`config.mk`:
```
export PLATFORM = sky130hd
export DESIGN_NAME = card_reader_keypad_responder
export DESIGN_NICKNAME = d
export VERILOG_FILES = /design/src/rtl/crkr_pkg.sv /design/src/rtl/crkr_front.sv /design/src/rtl/crkr_fifo.sv /design/src/rtl/crkr_back.sv /design/src/rtl/card_reader_keypad_responder.sv
export SDC_FILE = /design/constraint.sdc
export NUM_CORES = 1
export LEC_CHECK = 0
export BUFFER_PORTS_ARGS = -buffer_cell sky130_fd_sc_hd__buf_2
export CAP_MARGIN = 5
export CORE_MARGIN = 4
export CORE_UTILIZATION = 55
export DETAILED_ROUTE_END_ITERATION = 7
export PLACE_DENSITY_LB_ADDON = 0.05
export SLEW_MARGIN = 20
export SYNTH_ARGS = -nofsm -noshare
export SYNTH_HDL_FRONTEND = slang
export SYNTH_SLANG_ARGS = --single-unit
```
`constraint.sdc`:
```
create_clock -name aclk -period 3.9 [get_ports aclk]
set_input_delay 0.78 -clock aclk [delete_from_list [all_inputs] [get_ports aclk]]
set_output_delay 0.78 -clock aclk [all_outputs]
set_load 0.01 [all_outputs]
```
`src/rtl/crkr_pkg.sv`:
```
// ----------------------------------------------------------------------------
// crkr_pkg
// Shared types, command codes and the identification ROM for the card
// reader keypad responder.
// ----------------------------------------------------------------------------
package crkr_pkg;

    localparam int IDX_W = 6;

    localparam logic [15:0] CMD_GET_INFO  = 16'h0002;
    localparam logic [15:0] CMD_ENGAGE    = 16'h0131;
    localparam logic [15:0] CMD_POLL      = 16'h0134;
    localparam logic [15:0] CMD_SLOT      = 16'h0135;
    localparam logic [15:0] CMD_NOP_0000  = 16'h0000;
    localparam logic [15:0] CMD_NOP_0003  = 16'h0003;
    localparam logic [15:0] CMD_NOP_0116  = 16'h0116;
    localparam logic [15:0] CMD_NOP_0120  = 16'h0120;
    localparam logic [15:0] CMD_NOP_0130  = 16'h0130;
    localparam logic [15:0] CMD_NOP_013A  = 16'h013A;
    localparam logic [15:0] CMD_NOP_0160  = 16'h0160;
    localparam logic [15:0] CMD_NOP_0161  = 16'h0161;
    localparam logic [15:0] CMD_NOP_0164  = 16'h0164;

    localparam logic [1:0] OP_PACKET  = 2'd0;
    localparam logic [1:0] OP_SWITCH  = 2'd1;
    localparam logic [1:0] OP_PRESS   = 2'd2;
    localparam logic [1:0] OP_RELEASE = 2'd3;

    localparam logic [1:0] SCMD_NONE  = 2'd0;
    localparam logic [1:0] SCMD_CLOSE = 2'd1;
    localparam logic [1:0] SCMD_OPEN  = 2'd2;
    localparam logic [1:0] SCMD_EJECT = 2'd3;

    localparam logic [7:0] ST_NO_CARD   = 8'h01;
    localparam logic [7:0] ST_CARD      = 8'h02;
    localparam logic [7:0] ST_HELD      = 8'h30;
    localparam logic [7:0] ST_PRESENT   = 8'h10;
    localparam logic [7:0] ST_SENSOR    = 8'h03;
    localparam logic [3:0] EV_CNT_RESET = 4'h8;

    typedef enum logic [1:0] {
        KIND_INFO   = 2'd0,
        KIND_ZERO   = 2'd1,
        KIND_STATUS = 2'd2,
        KIND_BAD    = 2'd3
    } kind_t;

    // one queued response job
    typedef struct packed {
        kind_t       kind;
        logic [7:0]  st0;
        logic [7:0]  st1;
        logic        present;
        logic [7:0]  ev;
        logic [15:0] keys;
    } job_t;

    function automatic logic [7:0] info_rom_byte(input logic [IDX_W-1:0] a);
        logic [7:0] b;
        unique case (a)
            6'd0:  b = 8'h03;
            6'd5:  b = 8'h01;
            6'd6:  b = 8'h04;
            6'd8:  b = 8'h49;
            6'd9:  b = 8'h43;
            6'd10: b = 8'h43;
            6'd11: b = 8'h41;
            6'd12: b = 8'h4F;
            6'd13: b = 8'h63;
            6'd14: b = 8'h74;
            6'd15: b = 8'h20;
            6'd16: b = 8'h32;
            6'd17: b = 8'h36;
            6'd18: b = 8'h20;
            6'd19: b = 8'h32;
            6'd20: b = 8'h30;
            6'd21: b = 8'h30;
            6'd22: b = 8'h35;
            6'd28: b = 8'h31;
            6'd29: b = 8'h33;
            6'd30: b = 8'h20;
            6'd31: b = 8'h3A;
            6'd32: b = 8'h20;
            6'd33: b = 8'h35;
            6'd34: b = 8'h35;
            6'd35: b = 8'h20;
            6'd36: b = 8'h3A;
            6'd37: b = 8'h20;
            6'd38: b = 8'h30;
            6'd39: b = 8'h33;
            default: b = 8'h00;
        endcase
        return b;
    endfunction

endpackage

```
`src/rtl/crkr_front.sv`:
```
// ----------------------------------------------------------------------------
// crkr_front
// Accepts event items, updates slot and keypad state, and classifies host
// packets into response jobs for the queue.
// ----------------------------------------------------------------------------
module crkr_front (
    input  logic               aclk,
    input  logic               aresetn,
    input  logic               s_tvalid,
    output logic               s_tready,
    input  logic [1:0]         s_op,
    input  logic [15:0]        s_code,
    input  logic               s_has_slot,
    input  logic [1:0]         s_slot_cmd,
    input  logic               s_switch,
    input  logic [15:0]        s_key_mask,
    output logic               push,
    output crkr_pkg::job_t     push_job,
    input  logic               q_full
);

    logic        present_reg, present_next;
    logic        sw_prev_reg, sw_prev_next;
    logic        accepting_reg, accepting_next;
    logic        held_reg, held_next;
    logic [15:0] keys_down_reg, keys_down_next;
    logic [15:0] keys_seen_reg, keys_seen_next;
    logic [3:0]  ev_cnt_reg, ev_cnt_next;

    logic        accept;
    logic        is_packet;
    logic        is_status;
    crkr_pkg::kind_t kind;
    logic        s_present, s_accepting, s_held;
    logic [15:0] fresh;
    logic        found;
    logic [3:0]  key_idx;
    logic [7:0]  ev_byte;

    assign s_tready  = !q_full;
    assign accept    = s_tvalid && s_tready;
    assign is_packet = (s_op == crkr_pkg::OP_PACKET);

    always_comb begin
        unique case (s_code)
            crkr_pkg::CMD_GET_INFO: kind = crkr_pkg::KIND_INFO;
            crkr_pkg::CMD_ENGAGE,
            crkr_pkg::CMD_POLL,
            crkr_pkg::CMD_SLOT:     kind = crkr_pkg::KIND_STATUS;
            crkr_pkg::CMD_NOP_0000,
            crkr_pkg::CMD_NOP_0003,
            crkr_pkg::CMD_NOP_0116,
            crkr_pkg::CMD_NOP_0120,
            crkr_pkg::CMD_NOP_0130,
            crkr_pkg::CMD_NOP_013A,
            crkr_pkg::CMD_NOP_0160,
            crkr_pkg::CMD_NOP_0161,
            crkr_pkg::CMD_NOP_0164: kind = crkr_pkg::KIND_ZERO;
            default:                kind = crkr_pkg::KIND_BAD;
        endcase
    end

    assign is_status = (kind == crkr_pkg::KIND_STATUS);

    // slot command applies before the status is taken
    always_comb begin
        s_present   = present_reg;
        s_accepting = accepting_reg;
        s_held      = held_reg;
        if (s_code == crkr_pkg::CMD_SLOT && s_has_slot) begin
            unique case (s_slot_cmd)
                crkr_pkg::SCMD_CLOSE: s_accepting = 1'b0;
                crkr_pkg::SCMD_OPEN:  s_accepting = 1'b1;
                crkr_pkg::SCMD_EJECT: begin
                    s_accepting = 1'b0;
                    s_held      = 1'b0;
                    s_present   = 1'b0;
                end
                default: ;
            endcase
        end
        if (s_accepting && s_present) begin
            s_held = 1'b1;
        end
    end

    // lowest key newly down since the previous status
    assign fresh = keys_down_reg & ~keys_seen_reg;
    always_comb begin
        found   = 1'b0;
        key_idx = 4'd0;
        for (int k = 15; k >= 0; k--) begin
            if (fresh[k]) begin
                found   = 1'b1;
                key_idx = 4'(k);
            end
        end
    end
    assign ev_byte = found ? {ev_cnt_reg, key_idx} : 8'h00;

    always_comb begin
        present_next   = present_reg;
        sw_prev_next   = sw_prev_reg;
        accepting_next = accepting_reg;
        held_next      = held_reg;
        keys_down_next = keys_down_reg;
        keys_seen_next = keys_seen_reg;
        ev_cnt_next    = ev_cnt_reg;
        if (accept) begin
            unique case (s_op)
                crkr_pkg::OP_SWITCH: begin
                    if (s_switch && !sw_prev_reg) begin
                        present_next = 1'b1;
                    end
                    sw_prev_next = s_switch;
                end
                crkr_pkg::OP_PRESS:   keys_down_next = keys_down_reg | s_key_mask;
                crkr_pkg::OP_RELEASE: keys_down_next = keys_down_reg & ~s_key_mask;
                crkr_pkg::OP_PACKET: begin
                    if (is_status) begin
                        present_next   = s_present;
                        accepting_next = s_accepting;
                        held_next      = s_held;
                        keys_seen_next = keys_down_reg;
                        if (found) begin
                            ev_cnt_next = (ev_cnt_reg + 4'd1) | 4'h8;
                        end
                    end
                end
                default: ;
            endcase
        end
    end

    always_ff @(posedge aclk) begin
        if (!aresetn) begin
            present_reg   <= 1'b0;
            sw_prev_reg   <= 1'b0;
            accepting_reg <= 1'b0;
            held_reg      <= 1'b0;
            keys_down_reg <= '0;
            keys_seen_reg <= '0;
            ev_cnt_reg    <= crkr_pkg::EV_CNT_RESET;
        end else begin
            present_reg   <= present_next;
            sw_prev_reg   <= sw_prev_next;
            accepting_reg <= accepting_next;
            held_reg      <= held_next;
            keys_down_reg <= keys_down_next;
            keys_seen_reg <= keys_seen_next;
            ev_cnt_reg    <= ev_cnt_next;
        end
    end

    assign push              = accept && is_packet;
    assign push_job.kind     = kind;
    assign push_job.st0      = (s_present && s_code != crkr_pkg::CMD_ENGAGE) ?
                               crkr_pkg::ST_CARD : crkr_pkg::ST_NO_CARD;
    assign push_job.st1      = !s_present ? 8'h00 :
                               (s_held ? crkr_pkg::ST_HELD : crkr_pkg::ST_PRESENT);
    assign push_job.present  = s_present;
    assign push_job.ev       = ev_byte;
    assign push_job.keys     = keys_down_reg;

endmodule

```
`src/rtl/crkr_fifo.sv`:
```
// ----------------------------------------------------------------------------
// crkr_fifo
// Short job queue between the classifier and the response streamer.
// ----------------------------------------------------------------------------
module crkr_fifo #(
    parameter int DEPTH = 4
) (
    input  logic           aclk,
    input  logic           aresetn,
    input  logic           push,
    input  crkr_pkg::job_t push_job,
    input  logic           pop,
    output crkr_pkg::job_t pop_job,
    output logic           full,
    output logic           empty
);

    localparam int PW = (DEPTH > 1) ? $clog2(DEPTH) : 1;
    localparam int CW = $clog2(DEPTH + 1);

    crkr_pkg::job_t      mem_reg [DEPTH];
    logic [PW-1:0]       wr_reg, wr_next;
    logic [PW-1:0]       rd_reg, rd_next;
    logic [CW-1:0]       cnt_reg, cnt_next;
    logic                do_push, do_pop;

    assign full    = (cnt_reg == CW'(DEPTH));
    assign empty   = (cnt_reg == '0);
    assign do_push = push && !full;
    assign do_pop  = pop && !empty;
    assign pop_job = mem_reg[rd_reg];

    always_comb begin
        wr_next  = wr_reg;
        rd_next  = rd_reg;
        cnt_next = cnt_reg;
        if (do_push) begin
            wr_next = (wr_reg == PW'(DEPTH - 1)) ? '0 : wr_reg + PW'(1);
        end
        if (do_pop) begin
            rd_next = (rd_reg == PW'(DEPTH - 1)) ? '0 : rd_reg + PW'(1);
        end
        if (do_push && !do_pop) begin
            cnt_next = cnt_reg + CW'(1);
        end else if (do_pop && !do_push) begin
            cnt_next = cnt_reg - CW'(1);
        end
    end

    always_ff @(posedge aclk) begin
        if (!aresetn) begin
            wr_reg  <= '0;
            rd_reg  <= '0;
            cnt_reg <= '0;
        end else begin
            wr_reg  <= wr_next;
            rd_reg  <= rd_next;
            cnt_reg <= cnt_next;
        end
    end

    always_ff @(posedge aclk) begin
        if (do_push) begin
            mem_reg[wr_reg] <= push_job;
        end
    end

endmodule

```
`src/rtl/crkr_back.sv`:
```
// ----------------------------------------------------------------------------
// crkr_back
// Streams each queued job as response bytes, one per cycle while m_tready
// is high, through an output register.
// ----------------------------------------------------------------------------
module crkr_back #(
    parameter int INFO_BYTES   = 44,
    parameter int STATUS_BYTES = 16
) (
    input  logic                        aclk,
    input  logic                        aresetn,
    input  logic [63:0]                 card_uid,
    input  logic                        q_empty,
    input  crkr_pkg::job_t              q_job,
    output logic                        q_pop,
    output logic                        m_tvalid,
    input  logic                        m_tready,
    output logic [15:0]                 m_tdata,
    output logic                        m_tlast,
    output logic                        m_tuser
);

    localparam int IW = crkr_pkg::IDX_W;
    localparam logic [IW-1:0] INFO_LAST   = IW'(INFO_BYTES - 1);
    localparam logic [IW-1:0] STATUS_LAST = IW'(STATUS_BYTES - 1);

    logic              act_reg, act_next;
    crkr_pkg::job_t    job_reg;
    logic [IW-1:0]     idx_reg, idx_next;
    logic              mv_reg, mv_next;
    logic [7:0]        byte_reg;
    logic [IW-1:0]     oidx_reg;
    logic              olast_reg;
    logic              obad_reg;

    logic              emit;
    logic              last_now;
    logic [IW-1:0]     last_idx;
    logic [7:0]        cur_byte;
    logic [2:0]        uid_pos;
    logic [IW-1:0]     uid_off;

    always_comb begin
        unique case (job_reg.kind)
            crkr_pkg::KIND_INFO:   last_idx = INFO_LAST;
            crkr_pkg::KIND_STATUS: last_idx = STATUS_LAST;
            default:               last_idx = '0;
        endcase
    end

    assign emit     = act_reg && (!mv_reg || m_tready);
    assign last_now = (idx_reg == last_idx);
    assign q_pop    = !q_empty && (!act_reg || (emit && last_now));

    // uid bytes sit at 2..9, top byte first
    assign uid_off = idx_reg - IW'(2);
    assign uid_pos = uid_off[2:0];

    always_comb begin
        cur_byte = 8'h00;
        unique case (job_reg.kind)
            crkr_pkg::KIND_INFO: cur_byte = crkr_pkg::info_rom_byte(idx_reg);
            crkr_pkg::KIND_STATUS: begin
                if (idx_reg == IW'(0)) begin
                    cur_byte = job_reg.st0;
                end else if (idx_reg == IW'(1)) begin
                    cur_byte = job_reg.st1;
                end else if (idx_reg >= IW'(2) && idx_reg <= IW'(9)) begin
                    cur_byte = job_reg.present ? card_uid[{~uid_pos, 3'b000} +: 8] : 8'h00;
                end else if (idx_reg == IW'(11)) begin
                    cur_byte = crkr_pkg::ST_SENSOR;
                end else if (idx_reg == IW'(12)) begin
                    cur_byte = job_reg.ev;
                end else if (idx_reg == IW'(14)) begin
                    cur_byte = job_reg.keys[15:8];
                end else if (idx_reg == IW'(15)) begin
                    cur_byte = job_reg.keys[7:0];
                end
            end
            default: cur_byte = 8'h00;
        endcase
    end

    always_comb begin
        act_next = act_reg;
        idx_next = idx_reg;
        if (q_pop) begin
            act_next = 1'b1;
            idx_next = '0;
        end else if (emit) begin
            act_next = !last_now;
            idx_next = idx_reg + IW'(1);
        end
        mv_next = emit ? 1'b1 : (m_tready ? 1'b0 : mv_reg);
    end

    always_ff @(posedge aclk) begin
        if (!aresetn) begin
            act_reg <= 1'b0;
            idx_reg <= '0;
            mv_reg  <= 1'b0;
        end else begin
            act_reg <= act_next;
            idx_reg <= idx_next;
            mv_reg  <= mv_next;
        end
    end

    always_ff @(posedge aclk) begin
        if (q_pop) begin
            job_reg <= q_job;
        end
        if (emit) begin
            byte_reg  <= cur_byte;
            oidx_reg  <= idx_reg;
            olast_reg <= last_now;
            obad_reg  <= (job_reg.kind == crkr_pkg::KIND_BAD);
        end
    end

    assign m_tvalid = mv_reg;
    assign m_tdata  = {2'b00, oidx_reg, byte_reg};
    assign m_tlast  = olast_reg;
    assign m_tuser  = obad_reg;

    a_first_after_last: assert property (@(posedge aclk) disable iff (!aresetn)
        m_tvalid && m_tready && m_tlast |=> !m_tvalid || m_tdata[13:8] == '0)
        else $error("response does not restart at byte zero");

    a_bad_single_zero: assert property (@(posedge aclk) disable iff (!aresetn)
        m_tvalid && m_tuser |-> m_tlast && m_tdata[7:0] == 8'h00 && m_tdata[13:8] == '0)
        else $error("unhandled response is not a single zero byte");

    a_index_steps: assert property (@(posedge aclk) disable iff (!aresetn)
        m_tvalid && m_tready && !m_tlast ##1 m_tvalid |->
            m_tdata[13:8] == $past(m_tdata[13:8]) + IW'(1))
        else $error("response byte index skipped");

    a_no_pop_mid_job: assert property (@(posedge aclk) disable iff (!aresetn)
        q_pop && act_reg |-> emit && last_now)
        else $error("job taken while another is still streaming");

endmodule

```
`src/rtl/card_reader_keypad_responder.sv`:
```
// ----------------------------------------------------------------------------
// card_reader_keypad_responder
// Card reader with keypad: tracks slot and key events and answers host
// command packets with byte-wide response streams.
// ----------------------------------------------------------------------------
//  Channel   Dir  Handshake            Payload
//  s_        in   s_tvalid/s_tready    tuser op; tdata code, slot, switch, keys
//  m_        out  m_tvalid/m_tready    tdata byte+index; tlast; tuser unhandled
//  cfg_      in   cfg_valid/cfg_ready  cfg_data card_uid (always ready)
//
//  Items are accepted in the cycle offered while the job queue has room; physical
//  events only update state. A packet's response streams one byte per cycle
//  while m_tready is high (44 for get-info, 16 for status, otherwise 1), so the
//  byte streamer sets the sustained packet rate. A packet passes the job queue
//  and the job register before its first byte reaches the output register. The
//  queue decouples input from output stalls until full. Reset (sync, active-low)
//  clears control state, not queue or data registers; card_uid resets to default.
// ----------------------------------------------------------------------------
module card_reader_keypad_responder #(
    parameter int INFO_BYTES   = 44,
    parameter int STATUS_BYTES = 16,
    parameter int QUEUE_DEPTH  = 4
) (
    input  logic        aclk,
    input  logic        aresetn,
    input  logic        s_tvalid,
    output logic        s_tready,
    input  logic [39:0] s_tdata,   // code[15:0] has_slot_byte[16] slot_command[18:17]
                                   // switch_level[19] key_mask[35:20] zero[39:36]
    input  logic [1:0]  s_tuser,   // op[1:0]
    output logic        m_tvalid,
    input  logic        m_tready,
    output logic [15:0] m_tdata,   // data_byte[7:0] byte_index[13:8] zero[15:14]
    output logic        m_tlast,
    output logic        m_tuser,   // unhandled[0]
    input  logic        cfg_valid,
    output logic        cfg_ready,
    input  logic [63:0] cfg_data
);

    localparam logic [63:0] UID_RESET = 64'hE004010000000001;

    logic [63:0]    uid_reg;
    logic           push;
    crkr_pkg::job_t push_job;
    logic           q_full;
    logic           q_empty;
    logic           q_pop;
    crkr_pkg::job_t q_job;

    assign cfg_ready = 1'b1;

    always_ff @(posedge aclk) begin
        if (!aresetn) begin
            uid_reg <= UID_RESET;
        end else if (cfg_valid && cfg_ready) begin
            uid_reg <= cfg_data;
        end
    end

    crkr_front u_front (
        .aclk       (aclk),
        .aresetn    (aresetn),
        .s_tvalid   (s_tvalid),
        .s_tready   (s_tready),
        .s_op       (s_tuser),
        .s_code     (s_tdata[15:0]),
        .s_has_slot (s_tdata[16]),
        .s_slot_cmd (s_tdata[18:17]),
        .s_switch   (s_tdata[19]),
        .s_key_mask (s_tdata[35:20]),
        .push       (push),
        .push_job   (push_job),
        .q_full     (q_full)
    );

    crkr_fifo #(
        .DEPTH (QUEUE_DEPTH)
    ) u_fifo (
        .aclk     (aclk),
        .aresetn  (aresetn),
        .push     (push),
        .push_job (push_job),
        .pop      (q_pop),
        .pop_job  (q_job),
        .full     (q_full),
        .empty    (q_empty)
    );

    crkr_back #(
        .INFO_BYTES   (INFO_BYTES),
        .STATUS_BYTES (STATUS_BYTES)
    ) u_back (
        .aclk     (aclk),
        .aresetn  (aresetn),
        .card_uid (uid_reg),
        .q_empty  (q_empty),
        .q_job    (q_job),
        .q_pop    (q_pop),
        .m_tvalid (m_tvalid),
        .m_tready (m_tready),
        .m_tdata  (m_tdata),
        .m_tlast  (m_tlast),
        .m_tuser  (m_tuser)
    );

endmodule
```
* Word-level counts from Yosys, hierarchy flattened
Memories as Yosys holds them, arrays and structs flattened. A register that Yosys moved wholly into a read port is not among the register bits.
Index checks and enable logic that the tools add are counted.
** Storage, ports and cells
- Register bits after elaboration :: 142
- Memory bits (writable) :: 148
- ROM bits :: 448
- Bits of input ports :: 111
- Output and inout port bits :: 21
- Word-level logic and storage cells :: 184
- Memories kept :: 2
** Memories
- (no name shown) :: words 64, width 7, rd ports 1, clocked after memory_dff 1, write ports 0, RTL line crkr_pkg.sv:60 : unique case (a)
- u_fifo.mem_reg :: words 4, width 37, rd ports 1, clocked after memory_dff 1, write ports 1, RTL line crkr_fifo.sv:21 : crkr_pkg::job_t mem_reg [DEPTH];
** Cells by class
- Add/sub/neg operators :: 7
- Order comparisons :: 2
- Eq/ne operators :: 33
- Shifts and indexed selects :: 1
- Multiplexer cells :: 70
- Bitwise gates (word level) :: 7
- Reductions and logical operators :: 43
** Operator list (number)
- $eq 16x9->1 const B :: 10
- $mux 8 :: 10
- $mux 4 :: 16
- $shiftx 64x7->8 :: 1
- $and 16x16->16 :: 2
- $eq 16x2->1 const B :: 2
- $not 16->16 :: 2
- $pmux 16 s2 :: 1
- $mux 1 :: 30
- $eq 6x4->1 const B :: 4
- $eq 2x2->1 const B :: 9
- $mux 6 :: 3
- $logic_not 16->1 :: 1
- $ne 16x9->1 const B :: 1
- $or 16x16->16 :: 1
- $pmux 8 s2 :: 1
- $logic_and 1x1->1 :: 14
- $pmux 6 s2 :: 1
- $reduce_bool 2->1 :: 5
- $reduce_or 9->1 :: 1
- $logic_not 1->1 :: 8
- $reduce_and 4->1 :: 2
- $add 3x1->3 const B :: 2
- $add 6x1->6 const B :: 1
- 25 further kinds :: 35

* Depth between registers and ports, before layout
- Depth in word-level cells :: 19
- Gate-level depth with buffers :: 14
- Depth with buffers taken out :: 12

* Modules after synthesis
Synthesis repeated with hierarchy kept, for this count alone.
** Unflattened totals
- Cells, all modules :: 1096
- Area, all modules :: 15374.7 um^2
** Modules (own cells, without submodules)
- crkr_fifo :: instances 1, cells each 276, area each 6740.2 um^2, sequential area each 5345.1 um^2
- crkr_back :: instances 1, cells each 336, area each 4052.6 um^2, sequential area each 2072.0 um^2
- card_reader_keypad_responder :: instances 1, cells each 208, area each 2447.3 um^2, sequential area each 1281.2 um^2
- crkr_front :: instances 1, cells each 276, area each 2134.5 um^2, sequential area each 780.7 um^2

* Least setup slack after synthesis
Ideal clock, no wire load.
- Path kind :: input to register
- Start :: in m_tready
- End :: reg with a tool-made name
- Setup time :: 0.079 ns
- Arrival time :: 3.366 ns
- Required time :: 3.821 ns
- Path slack :: 0.455 ns
- Stages :: 10
- Path buffers :: 1
- Path through :: nor2b_4 > buf_6 > nor2_1 > o21ai_0 > and3_1 > ha_1 > nor3_1 > o21ai_0 > a22o_1 > o211ai_1
** RTL lines
- from (decl) :: RTL line card_reader_keypad_responder.sv:32 : input logic m_tready,

==> metrics.yaml <==
sta:
  setup_ws_ns: 0.722
  tns_ns: 0
  worst_hold_slack_ns: 0.428
  skew_ns: 0.0115
  tightest_slew_ns: 1.07
  max_slew_margin_pct: 28.4
  slew_viol_final: 0
  finalSetupViolCount: 0
  finalCritPeriodShare_pct: 81.5
  clock.fmax_mhz: 315
  post-route-min-period_ns: 3.18
  final-hold-violation-count: 0
  rsz0062_at_grt: "false"
logic_synthesis:
  syn_area_per_cell_um2: 12.9
  ys_ff_latch: 291
  synth-async-reset-ratio_pct: 0
  synth_area_um2: 12500
  synth_cell_types: 84
  synthFlopType: "edfxtp_1"
  ys_seq_area_share_pct: 59.9
  synth_cells: 966
  yosys_warnings: 0
  synth_edf_count: 166
clock_tree:
  h-tree-depth: 1
  cts_sinks: 291
  clkLatencyLatePin_ns: 0.56
  cts_tree: "built"
  cts_buffers: 31
  clock-root-buffer: "clkbuf_16"
  cts_hold_buffers: 0
  cts_resized: 0
  clockBufferDepth: 3
  cts_setup_buffers: 0
  clkTransAtPathRegs_ns: 0.06
place:
  post-place-ws_ns: 0.633
  place_hpwl_um: 17800
  port_buffers: 124
  gp_congestion: 0.877
  dp_cells: 1329
cells_and_area:
  layout-drive-gt1-share_pct: 24.2
  largest_reg_flops: 120
  final_cell_mix: "edfxtp_1, dfxtp_1, buf_2"
  diodes: 0
  area_growth_pct: 15.3
  nNetsFinal: 1213
  layout_commonest_cell: "edfxtp_1"
  instances_no_fill: 1387
worst_setup_path:
  worstSetupPathType: "reg -> reg"
  required_ns: 4.38
  crit_fanout: 9
  r2r_slack_ns: 0.72
  crit_arrival_ns: 3.66
  cp-start-kind: "flip-flop"
  worst_setup_path_end_kind: "flip-flop"
pwr:
  peakVddDrop_mv: 0.380
  power.density_nw_per_um2: 603
  p_leak_uw: 0.00539
die:
  start_util_pct: 56.6
  die_w_um: 159
  die_h_um: 159
  dieArea_um2: 25200
  io_pins: 132
  core_um2: 22100
  rows: 54
global_routing:
  grt_overflow: 0
  grt_pass1_wl_um: 42100
  grt_pass1_vias: 7728
  grt_util_met2_pct: 32.5
  top_usage_layer: "met2"
  antenna_found_initial: 1
  grtUsageMet3_pct: 3.27
  grt_use_met1_pct: 29.3
  grt_usage_pct: 20.5
  grt_max_degree: 68
min_path:
  worst_hold_path_type: "in -> reg"
drt:
  wl_um: 26300
  drtIter0Drc: 488
  wl_per_cell_um: 19.0
  dr.pass1.iters: 5
  ant_nets: 0
  vias: 7932
  drc: 0
  vias_per_cell: 5.72
run_status:
  run_status: "complete, no violations"
job:
  maxCapViolations: 0
-- where the power goes --
group	internal (uW)	leakage [uW]	total, uW	switching, uW
clock network	1780	0.000518	2950	1170
registers	3750	0.00256	4070	321
logic	751	0.00230	1660	911
total	6280	0.00539	8680	2410
-- logic make-up (layout without fill, tap and decap cells) --
family	count (synthesis)	in the layout	share of synthesized area (%)
flip-flops	291	291	59.9
AND/OR/NAND/NOR	289	289	11.6
AO/OA/AOI/OAI	155	155	8.54
multiplexers	123	123	14.5
buffers and inverters	79	219	2.82
adder cells (fa/ha/maj)	20	20	2.06
XOR/XNOR	7	7	0.491
other	2	3	0.0601
-- cell usage after synthesis (all sizes together), types with 5 or more instances --
master    n  share of area [%]
mux4     46                8.3
ha       19                1.9
nand2    73                2.2
a21oi    54                2.2
a211o     5               0.35
and3      7               0.35
nor4     14               0.87
nor2b    18               0.96
nor2     98                3.0
a31oi     8               0.40
a221oi    6               0.42
inv      22               0.66
nand3    16               0.64
o21ai    24               0.96
mux2i    71                5.7
mux2      6               0.54
xor2      5               0.35
edfxtp  166                 40
dfxtp   125                 20
clkbuf   27               0.81
nand2b    6               0.30
nor3     14               0.64
a311oi   19                1.4
buf      30                1.4
and2     14               0.72
-- per-layer routing --
metal	up-vias	share of wire (%)	routed length (um)
li1	3866	-	-
met4	0	3.0	791
met2	242	46	12200
met1	3775	45	11900
met5	-	0	0
met3	49	5.3	1400
-- worst max-delay path, stage by stage, from the launching register on --
cell       delay [ns]
edfxtp_1         0.54
nor2_1           0.18
and4bb_2         0.28
o2111ai_1        0.37
nand2_1          0.12
or2_2            0.38
ha_1             0.33
nor3_1           0.37
o21ai_0          0.15
a22o_1           0.24
o211ai_1         0.14
-- final cells by class --
class                   instances  area (um^2)
fillers                      1694         7680
multi-input cells             597         4680
flip-flops and latches        291         7490
clock buffers                  43          915
well taps                     280          350
clock inverters                15          144
repair buffers                139          748
inverters                      22         82.6
-- metrics by stage --
step           instance area [um^2]  power [uW]  utilization, %
2_1_floorplan                 12500        5210               -
3_3_place_gp                  13400        5760            60.4
3_5_place_dp                  13400        5810            60.4
4_1_cts                       14400        8760            65.2
5_1_grt                       14400        9080            65.2
6_report                      14400        8680            65.2
-- final timing paths --
check | start | end | depth (start not counted)
setup reg to reg | u_back.job_reg[41]$_DFFE_PP_ | flip-flop | 10
setup / recovery | u_back.job_reg[41]$_DFFE_PP_ | flip-flop | 10
hold / removal | s_tdata[20] | flip-flop | 2
hold reg to reg | u_front.keys_seen_reg[10]$_SDFFE_PN0P_ | u_front.keys_seen_reg[10]$_SDFFE_PN0P_ | 2
No activity file was read; power rests on OpenSTA's default activity.
